`config.mk`:
```
export PLATFORM = sky130hd
export DESIGN_NAME = copolymer_growth_monte_carlo_step
export DESIGN_NICKNAME = d
export VERILOG_FILES = /design/src/rtl/cgmc_pkg.sv /design/src/rtl/cgmc_ctrl.sv /design/src/rtl/cgmc_datapath.sv /design/src/rtl/copolymer_growth_monte_carlo_step.sv
export SDC_FILE = /design/constraint.sdc
export NUM_CORES = 1
export LEC_CHECK = 0
export BUFFER_PORTS_ARGS = -buffer_cell sky130_fd_sc_hd__buf_4
export CAP_MARGIN = 20
export CELL_PAD_IN_SITES_DETAIL_PLACEMENT = 0
export CELL_PAD_IN_SITES_GLOBAL_PLACEMENT = 1
export CORE_UTILIZATION = 45
export CTS_BUF_LIST = sky130_fd_sc_hd__clkbuf_2
export CTS_CLUSTER_DIAMETER = 150
export DETAILED_ROUTE_END_ITERATION = 8
export PLACE_DENSITY_LB_ADDON = 0.1
export SETUP_SLACK_MARGIN = 0.3
export SYNTH_ARGS = -nofsm -noshare
export SYNTH_HDL_FRONTEND = slang
export SYNTH_SLANG_ARGS = --single-unit
```
`constraint.sdc`:
```
create_clock -name clk -period 8.81 [get_ports clk]
set_input_delay 0.4405 -clock clk [delete_from_list [all_inputs] [get_ports clk]]
set_output_delay 0.4405 -clock clk [all_outputs]
set_load 0.03 [all_outputs]
```
`src/rtl/cgmc_pkg.sv`:
```
`timescale 1ns / 1ps
package cgmc_pkg;

  localparam int FRAC_W   = 16;
  localparam int FIELD_W  = 16;
  localparam int CFG_W    = 64;
  localparam int TGT_W    = 8;
  localparam int LEN_OUT_W = 8;
  localparam int WRONG_W  = 7;
  localparam int IN_DATA_W  = 48;
  localparam int OUT_DATA_W = 24;

  localparam logic [FRAC_W-1:0] HALF = FRAC_W'(1) << (FRAC_W - 1);

  localparam logic [1:0] REG_THRESH = 2'd0;
  localparam logic [1:0] REG_ADD    = 2'd1;
  localparam logic [1:0] REG_REMOVE = 2'd2;
  localparam logic [1:0] REG_TARGET = 2'd3;

  localparam logic [1:0] TR_T1R = 2'd0;
  localparam logic [1:0] TR_T1W = 2'd1;
  localparam logic [1:0] TR_T2R = 2'd2;
  localparam logic [1:0] TR_T2W = 2'd3;

  localparam logic [1:0] MV_ADD_RIGHT = 2'd0;
  localparam logic [1:0] MV_ADD_WRONG = 2'd1;
  localparam logic [1:0] MV_REMOVE    = 2'd2;
  localparam logic [1:0] MV_NONE      = 2'd3;

  localparam logic ACT_STEP    = 1'b0;
  localparam logic ACT_RESTART = 1'b1;

  typedef struct packed {
    logic load;
    logic exec;
    logic fetch;
  } cmd_t;

  typedef struct packed {
    logic need_fetch;
  } sts_t;

endpackage

```
`src/rtl/cgmc_ctrl.sv`:
```
`timescale 1ns / 1ps
module cgmc_ctrl (
  input  logic               clk,
  input  logic               rst,
  input  logic               s_tvalid,
  output logic               s_tready,
  output logic               m_tvalid,
  input  logic               m_tready,
  input  cgmc_pkg::sts_t     sts,
  output cgmc_pkg::cmd_t     cmd
);

  localparam logic [1:0] S_IDLE  = 2'd0;
  localparam logic [1:0] S_EXEC  = 2'd1;
  localparam logic [1:0] S_FETCH = 2'd2;

  logic [1:0] state;
  logic [1:0] state_next;
  logic       out_free;

  assign out_free = !m_tvalid || m_tready;

  always_comb begin
    state_next = state;
    cmd        = '0;
    s_tready   = 1'b0;
    unique case (state)
      S_IDLE: begin
        s_tready = 1'b1;
        if (s_tvalid) begin
          cmd.load   = 1'b1;
          state_next = S_EXEC;
        end
      end
      S_EXEC: begin
        if (out_free) begin
          cmd.exec   = 1'b1;
          state_next = sts.need_fetch ? S_FETCH : S_IDLE;
        end
      end
      S_FETCH: begin
        cmd.fetch  = 1'b1;
        state_next = S_IDLE;
      end
      default: begin
        state_next = S_IDLE;
      end
    endcase
  end

  always_ff @(posedge clk) begin
    if (rst) begin
      state    <= S_IDLE;
      m_tvalid <= 1'b0;
    end else begin
      state <= state_next;
      if (cmd.exec) begin
        m_tvalid <= 1'b1;
      end else if (m_tready) begin
        m_tvalid <= 1'b0;
      end
    end
  end

endmodule

```
`src/rtl/cgmc_datapath.sv`:
```
`timescale 1ns / 1ps
module cgmc_datapath #(
  parameter int MAX_LENGTH = 128
) (
  input  logic                                clk,
  input  logic                                rst,
  input  cgmc_pkg::cmd_t                      cmd,
  output cgmc_pkg::sts_t                      sts,
  input  logic                                in_action,
  input  logic [cgmc_pkg::IN_DATA_W-1:0]      in_data,
  input  logic                                cfg_valid,
  input  logic [1:0]                          cfg_index,
  input  logic [cgmc_pkg::CFG_W-1:0]          cfg_data,
  output logic [cgmc_pkg::OUT_DATA_W-1:0]     out_data
);

  localparam int LW = $clog2(MAX_LENGTH + 1);
  localparam int AW = $clog2(MAX_LENGTH);
  localparam int CW = (LW > cgmc_pkg::TGT_W) ? LW : cgmc_pkg::TGT_W;
  localparam int FW = cgmc_pkg::FIELD_W;

  logic [cgmc_pkg::CFG_W-1:0]   thresholds;
  logic [cgmc_pkg::CFG_W-1:0]   add_probs;
  logic [cgmc_pkg::CFG_W-1:0]   remove_probs;
  logic [cgmc_pkg::TGT_W-1:0]   target_length;

  logic                         act;
  logic [FW-1:0]                rand_a;
  logic [FW-1:0]                rand_b;
  logic [FW-1:0]                rand_accept;

  logic [LW-1:0]                len;
  logic [cgmc_pkg::WRONG_W-1:0] wrong;
  logic                         top_bit;
  logic                         prev_bit;

  logic                         mem [MAX_LENGTH];
  logic                         rd_bit;
  logic                         rd_zero;

  logic [CW-1:0]                max_w;
  logic [CW-1:0]                tgt_w;
  logic [CW-1:0]                eff_target;
  logic                         active;
  logic [FW-1:0]                r_sel;
  logic [FW-1:0]                thr1;
  logic [FW-1:0]                thr2;
  logic [1:0]                   trans;
  logic [2*cgmc_pkg::CFG_W-1:0] prob_word;
  logic [FW-1:0]                prob;
  logic                         accept;
  logic                         do_push;
  logic                         do_pop;

  logic [LW-1:0]                len_next;
  logic [cgmc_pkg::WRONG_W-1:0] wrong_next;
  logic [1:0]                   move_res;
  logic [1:0]                   trans_res;
  logic                         done_next;
  logic [AW-1:0]                rd_addr;

  always_comb begin
    max_w      = CW'(MAX_LENGTH);
    tgt_w      = CW'(target_length);
    eff_target = (tgt_w < max_w) ? tgt_w : max_w;
    active     = (act == cgmc_pkg::ACT_STEP) && (CW'(len) < eff_target);

    r_sel = prev_bit ? rand_b : rand_a;
    thr1  = prev_bit ? thresholds[2*FW +: FW] : thresholds[0 +: FW];
    thr2  = prev_bit ? thresholds[3*FW +: FW] : thresholds[FW +: FW];

    if (len == LW'(1)) begin
      trans = (rand_a < cgmc_pkg::HALF) ? cgmc_pkg::TR_T1R : cgmc_pkg::TR_T1W;
    end else if (r_sel < thr1) begin
      trans = cgmc_pkg::TR_T1R;
    end else if (r_sel < thr2) begin
      trans = cgmc_pkg::TR_T1W;
    end else begin
      trans = prev_bit ? cgmc_pkg::TR_T2W : cgmc_pkg::TR_T2R;
    end

    prob_word = {remove_probs, add_probs};
    prob      = prob_word[{trans, top_bit} * FW +: FW];
    accept    = rand_accept < prob;

    do_push = active && accept && !trans[1] && (len < LW'(MAX_LENGTH));
    do_pop  = active && accept && trans[1] && (len >= LW'(2));

    len_next   = len;
    wrong_next = wrong;
    move_res   = cgmc_pkg::MV_NONE;
    trans_res  = active ? trans : cgmc_pkg::TR_T1R;
    if (act == cgmc_pkg::ACT_RESTART) begin
      len_next   = LW'(1);
      wrong_next = '0;
    end else if (do_push) begin
      len_next   = len + LW'(1);
      wrong_next = wrong + cgmc_pkg::WRONG_W'(trans[0]);
      move_res   = trans[0] ? cgmc_pkg::MV_ADD_WRONG : cgmc_pkg::MV_ADD_RIGHT;
    end else if (do_pop) begin
      len_next   = len - LW'(1);
      wrong_next = wrong - cgmc_pkg::WRONG_W'(top_bit);
      move_res   = cgmc_pkg::MV_REMOVE;
    end
    done_next = CW'(len_next) >= eff_target;

    rd_addr        = AW'(len - LW'(3));
    sts.need_fetch = do_pop && (len >= LW'(3));
  end

  always_ff @(posedge clk) begin
    if (do_push && cmd.exec) begin
      mem[len[AW-1:0]] <= trans[0];
    end
    rd_bit <= mem[rd_addr];
  end

  always_ff @(posedge clk) begin
    if (cmd.load) begin
      act         <= in_action;
      rand_a      <= in_data[0 +: FW];
      rand_b      <= in_data[FW +: FW];
      rand_accept <= in_data[2*FW +: FW];
    end
    if (cmd.exec) begin
      rd_zero  <= (len == LW'(3));
      out_data <= {4'b0000, done_next, wrong_next,
                   cgmc_pkg::LEN_OUT_W'(len_next), trans_res, move_res};
    end
  end

  always_ff @(posedge clk) begin
    if (rst) begin
      thresholds    <= '0;
      add_probs     <= '0;
      remove_probs  <= '0;
      target_length <= cgmc_pkg::TGT_W'(100);
      len           <= LW'(1);
      wrong         <= '0;
      top_bit       <= 1'b0;
      prev_bit      <= 1'b0;
    end else begin
      if (cfg_valid) begin
        unique case (cfg_index)
          cgmc_pkg::REG_THRESH: thresholds    <= cfg_data;
          cgmc_pkg::REG_ADD:    add_probs     <= cfg_data;
          cgmc_pkg::REG_REMOVE: remove_probs  <= cfg_data;
          cgmc_pkg::REG_TARGET: target_length <= cfg_data[cgmc_pkg::TGT_W-1:0];
          default: begin
          end
        endcase
      end
      if (cmd.exec) begin
        len   <= len_next;
        wrong <= wrong_next;
        if (act == cgmc_pkg::ACT_RESTART) begin
          top_bit  <= 1'b0;
          prev_bit <= 1'b0;
        end else if (do_push) begin
          top_bit  <= trans[0];
          prev_bit <= top_bit;
        end else if (do_pop) begin
          top_bit  <= prev_bit;
          prev_bit <= 1'b0;
        end
      end
      if (cmd.fetch) begin
        prev_bit <= rd_zero ? 1'b0 : rd_bit;
      end
    end
  end

endmodule

```
`src/rtl/copolymer_growth_monte_carlo_step.sv`:
```
`timescale 1ns / 1ps
// Monte Carlo growth step for a binary copolymer strand of right and wrong monomers.
// Software first loads the choice thresholds, the add and remove acceptance
// fractions and the target length through the configuration channel, while no
// item is in flight. Each item on the slave stream is either a restart (tuser 1)
// or one step carrying three 16-bit random fractions in tdata.
// Every item gives exactly one result item on the master stream: the move made,
// the transition state used, the new strand length, the wrong-monomer count and
// the done flag. Once the target length is reached, steps change nothing.
// The result is written to the output register in the execute step that follows the load.
// An item passes through a load step and an execute step, plus a fetch step when a
// backward move leaves at least two monomers, since the new previous monomer is then
// read from the strand memory through its registered read port. A new item is
// taken when the block is idle; if the result register is still held by a stalled
// receiver, the step waits until it is taken. Reset restores the register defaults
// and a strand of one right monomer; the strand memory needs no clearing pass.
module copolymer_growth_monte_carlo_step #(
  parameter int MAX_LENGTH = 128
) (
  input  logic        clk,
  input  logic        rst,
  input  logic        s_tvalid,
  output logic        s_tready,
  input  logic [47:0] s_tdata,  // rand_a, rand_b, rand_accept
  input  logic        s_tuser,  // action
  output logic        m_tvalid,
  input  logic        m_tready,
  output logic [23:0] m_tdata,  // move, transition, strand_length, wrong_count, done_res
  input  logic        cfg_valid,
  output logic        cfg_ready,
  input  logic [1:0]  cfg_index,
  input  logic [63:0] cfg_data
);

  cgmc_pkg::cmd_t cmd;
  cgmc_pkg::sts_t sts;

  assign cfg_ready = 1'b1;

  cgmc_ctrl u_ctrl (
    .clk      (clk),
    .rst      (rst),
    .s_tvalid (s_tvalid),
    .s_tready (s_tready),
    .m_tvalid (m_tvalid),
    .m_tready (m_tready),
    .sts      (sts),
    .cmd      (cmd)
  );

  cgmc_datapath #(
    .MAX_LENGTH (MAX_LENGTH)
  ) u_datapath (
    .clk       (clk),
    .rst       (rst),
    .cmd       (cmd),
    .sts       (sts),
    .in_action (s_tuser),
    .in_data   (s_tdata),
    .cfg_valid (cfg_valid),
    .cfg_index (cfg_index),
    .cfg_data  (cfg_data),
    .out_data  (m_tdata)
  );

endmodule

```
==> results.sh <==
export IMPL_synth_seq_area_share_pct=54.0
export IMPL_cts_buffers=107
export IMPL_combPwrFrac_pct=10.6
export IMPL_path_class="flip-flop to flip-flop"
export IMPL_cpMaxStageDelayCell="dfxtp_4"
export IMPL_p_clk_share_pct=35.7
export IMPL_gp_congestion=0.809
export IMPL_cts_setup_buffers=0
export IMPL_synth_edff_count=198
export IMPL_vias=14860
export IMPL_syn_cell_area_sq_um=19200
export IMPL_placed_area_sq_um=20700
export IMPL_swShare_pct=27.4
export IMPL_drv_cap=0
export IMPL_ant_nets=0
export IMPL_die_area_sq_um=43500
export IMPL_p_sw_mw=1.09
export IMPL_ys_async_sr_fraction_pct=0
export IMPL_clock_root_buffer="clkbuf_2"
export IMPL_cts_tree="done"
export IMPL_hold_violations=0
export IMPL_p_int_mw=2.87
export IMPL_cts_num_sinks=419
export IMPL_grt_pass1_wl_um=86100
export IMPL_setup_violations=0
export IMPL_fmax_ghz=0.128
export IMPL_clk_pin_slew_ns=0.11
export IMPL_tightest_slew_ns=0.967
export IMPL_synth_distinct_cells=68
export IMPL_seqPwrFrac_pct=53.7
export IMPL_vdd_ir_drop_max_v=0.0000900
export IMPL_htree_levels=3
export IMPL_drive_gt1_share_pct=20.6
export IMPL_grt_pass1_vias=15038
export IMPL_final_max_slew_viol_count=0
export IMPL_synthCells=1867
export IMPL_cpPeakStageDelay_ns=0.62
export IMPL_syn2layout_area_growth_pct=20.5
export IMPL_p_leak_nw=8.46
export IMPL_viasPerCell=5.33
export IMPL_finalPower_mw=3.96
export IMPL_start_kind="flip-flop"
export IMPL_die_w_um=209
export IMPL_crit_buf_inv=4
export IMPL_drc_errors=0
export IMPL_yosys_warnings=0
export IMPL_p_per_area_nw_per_um2=171
export IMPL_cts_buffer_depth=3
export IMPL_start_util_pct=45.7
export IMPL_placed_cells=2452
export IMPL_die_y_um=209
export IMPL_synth_seq_cells=419
export IMPL_grt_setup_unrepaired="false"
export IMPL_antenna_found_initial=3
export IMPL_synthDominantCellAreaShare_pct=30.9
export IMPL_slew_headroom_pct=35.6
export IMPL_clock_skew_ns=0.0883
export IMPL_synth_avg_cell_area_sq_um=10.3
export IMPL_path_max_fanout=34
export IMPL_worstPathArrival_ns=8.65
export IMPL_core_area_sq_um=42000
export IMPL_ys_flop_type="dfxtp_1"
export IMPL_finalNetCount=2344
export IMPL_status="complete, no violations"
export IMPL_end_kind="flip-flop"
export IMPL_post_route_util_pct=55.1
export IMPL_min_period_ns=7.84
export IMPL_setup_tns_ns=0
export IMPL_crit_required_ns=9.62
export IMPL_first_iter_violations=917
export IMPL_worst_skew_pair_late_latency_ns=1.06
export IMPL_wl_per_cell_um=19.9
export IMPL_portBuffers=141
export IMPL_grt_start_max_net_pins=129
export IMPL_routed_wl_um=55400
export IMPL_holdCritPathClass="primary input to flip-flop"
export IMPL_finalCritPeriodShare_pct=89.0
export IMPL_track_usage_pct=25.8
export IMPL_grt_ovfl_total=0
export IMPL_dr_pass1_iters=5
export IMPL_design_area_sq_um=23200
export IMPL_num_io_pins=147
export IMPL_rows=75
export IMPL_hpwlAfterDp_um=35300
export IMPL_synth_area_leaders="edfxtp_1, dfxtp_1, nand2_1, mux4_2, a21oi_1"
export IMPL_stdcell_count=2788
export IMPL_synth_top_cell_by_area="edfxtp_1"
export IMPL_crit_family="compound AO/OA/AOI/OAI gates"
[metrics by stage]
stage / worst slack, ns / hold WS [ns]
after floorplan: 0.426 / 0.425
after global placement: 0.898 / 0.438
after detailed placement: 0.750 / 0.447
after CTS: 0.739 / 0.00407
after global routing: 0.380 / 0.0416
final: 0.973 / 0.133
[flip-flops by register name, summed over array words and instances (netlist names)]
name and count:
u_datapath.mem 128, u_datapath.add_probs 64, u_datapath.remove_probs 64, u_datapath.thresholds 64, u_datapath.out_data 20, u_datapath.rand_a 16
u_datapath.rand_accept 16, u_datapath.rand_b 16, u_datapath.len 8, u_datapath.target_length 8, u_datapath.wrong 7, u_ctrl.state 2
u_ctrl.m_tvalid 1, u_datapath.act 1, u_datapath.prev_bit 1, u_datapath.rd_bit 1, u_datapath.rd_zero 1, u_datapath.top_bit 1
[what timing repair did]
action,4_1_cts,5_1_grt
hold buffers,134,0
hold endpoints to repair,262,0
setup endpoints to repair,0,1
resized for setup,0,1
[cells by family (layout without fill, tap and decap cells)]
kind of cell	count (synthesis)	after routing	share of synthesized area [%]
multiplexers	146	146	11.8
buffers and inverters	144	521	3.07
XOR/XNOR	15	15	0.684
other	2	7	0.0391
AO/OA/AOI/OAI	320	320	9.47
flip-flops	419	419	54.0
AND/OR/NAND/NOR	754	754	16.6
adder cells (fa/ha/maj)	67	67	4.36
[power by group through the flow]
stage | Clock, mW | Sequential, mW | Combinational, mW
after floorplan | 0 | 2.17 | 0.215
after global placement | 0 | 2.17 | 0.366
after detailed placement | 0 | 2.17 | 0.370
after CTS | 1.46 | 2.13 | 0.418
after global routing | 1.56 | 2.13 | 0.458
final | 1.41 | 2.13 | 0.419
[layout make-up]
class                           instances  area (sq um)
Clock buffer                          168           841
Sequential cell                       419         10400
Tap cell                              539           674
Antenna cell                            2          5.00
Inverter                               14          52.6
Clock inverter                         31           210
Multi-Input combinational cell       1307          8310
Fill cell                            3892         18900
Timing Repair Buffer                  308          2690
[synth_stat cells (3+ instances only)]
cell type,n
a211o_1,3
a211oi_1,7
a21o_1,7
a21oi_1,231
a2bb2oi_1,3
a311o_1,4
a31oi_1,8
a32oi_1,5
and2_1,3
and3_1,4
and4b_1,3
buf_1,12
buf_2,8
buf_4,6
clkbuf_1,101
dfxtp_1,221
edfxtp_1,198
ha_1,67
inv_1,13
mux2_2,23
mux2i_1,61
mux4_2,62
nand2_1,460
nand2b_1,11
nand3_1,23
nand3b_1,8
nand4_1,5
nand4_2,3
nor2_1,170
nor2b_1,13
nor3_1,14
nor3b_1,3
nor4_1,7
nor4b_1,3
o211ai_1,9
o21a_1,4
o21ai_0,19
o31ai_1,5
or2_2,4
or3_1,8
xnor2_1,4
xor2_1,11
[metal layers]
metal / share of wire, % / vias up / global-route usage (%)
met2: 52 / 333 / 46.9
met1: 42 / 7222 / 30.8
li1: - / 7238 / -
met4: 2.0 / 2 / 8.82
met3: 3.6 / 65 / 3.98
met5: 0.023 / - / 0
[path summary, 6_finish.rpt]
check	start	endpoint	slack (ns)	cells past startpoint
worst max-delay path	u_datapath.prev_bit	u_datapath.out_data[19]	0.97	34
worst min-delay path	s_tdata[46]	u_datapath.rand_accept[14]	0.13	2
worst max register to register	u_datapath.prev_bit	u_datapath.out_data[19]	0.97	34
worst min register to register	u_datapath.thresholds[13]	u_datapath.thresholds[13]	0.46	2
[cell usage in the layout (no fill, tap or decap), types with 10 or more instances in the layout]
| cell | synthesis | routed |
|---|---|---|
| a21oi_1 | 231 | 231 |
| buf_4 | 6 | 170 |
| clkbuf_2 | 1 | 168 |
| clkinv_1 | 0 | 22 |
| dfxtp_1 | 221 | 218 |
| dlygate4sd3_1 | 0 | 134 |
| edfxtp_1 | 198 | 198 |
| ha_1 | 67 | 67 |
| inv_1 | 13 | 13 |
| mux2_2 | 23 | 23 |
| mux2i_1 | 61 | 61 |
| mux4_2 | 62 | 62 |
| nand2_1 | 460 | 460 |
| nand2b_1 | 11 | 11 |
| nand3_1 | 23 | 23 |
| nor2_1 | 170 | 168 |
| nor2b_1 | 13 | 13 |
| nor3_1 | 14 | 14 |
| o21ai_0 | 19 | 19 |
| xor2_1 | 11 | 10 |
Note: power is estimated with default switching activity, not from simulation.
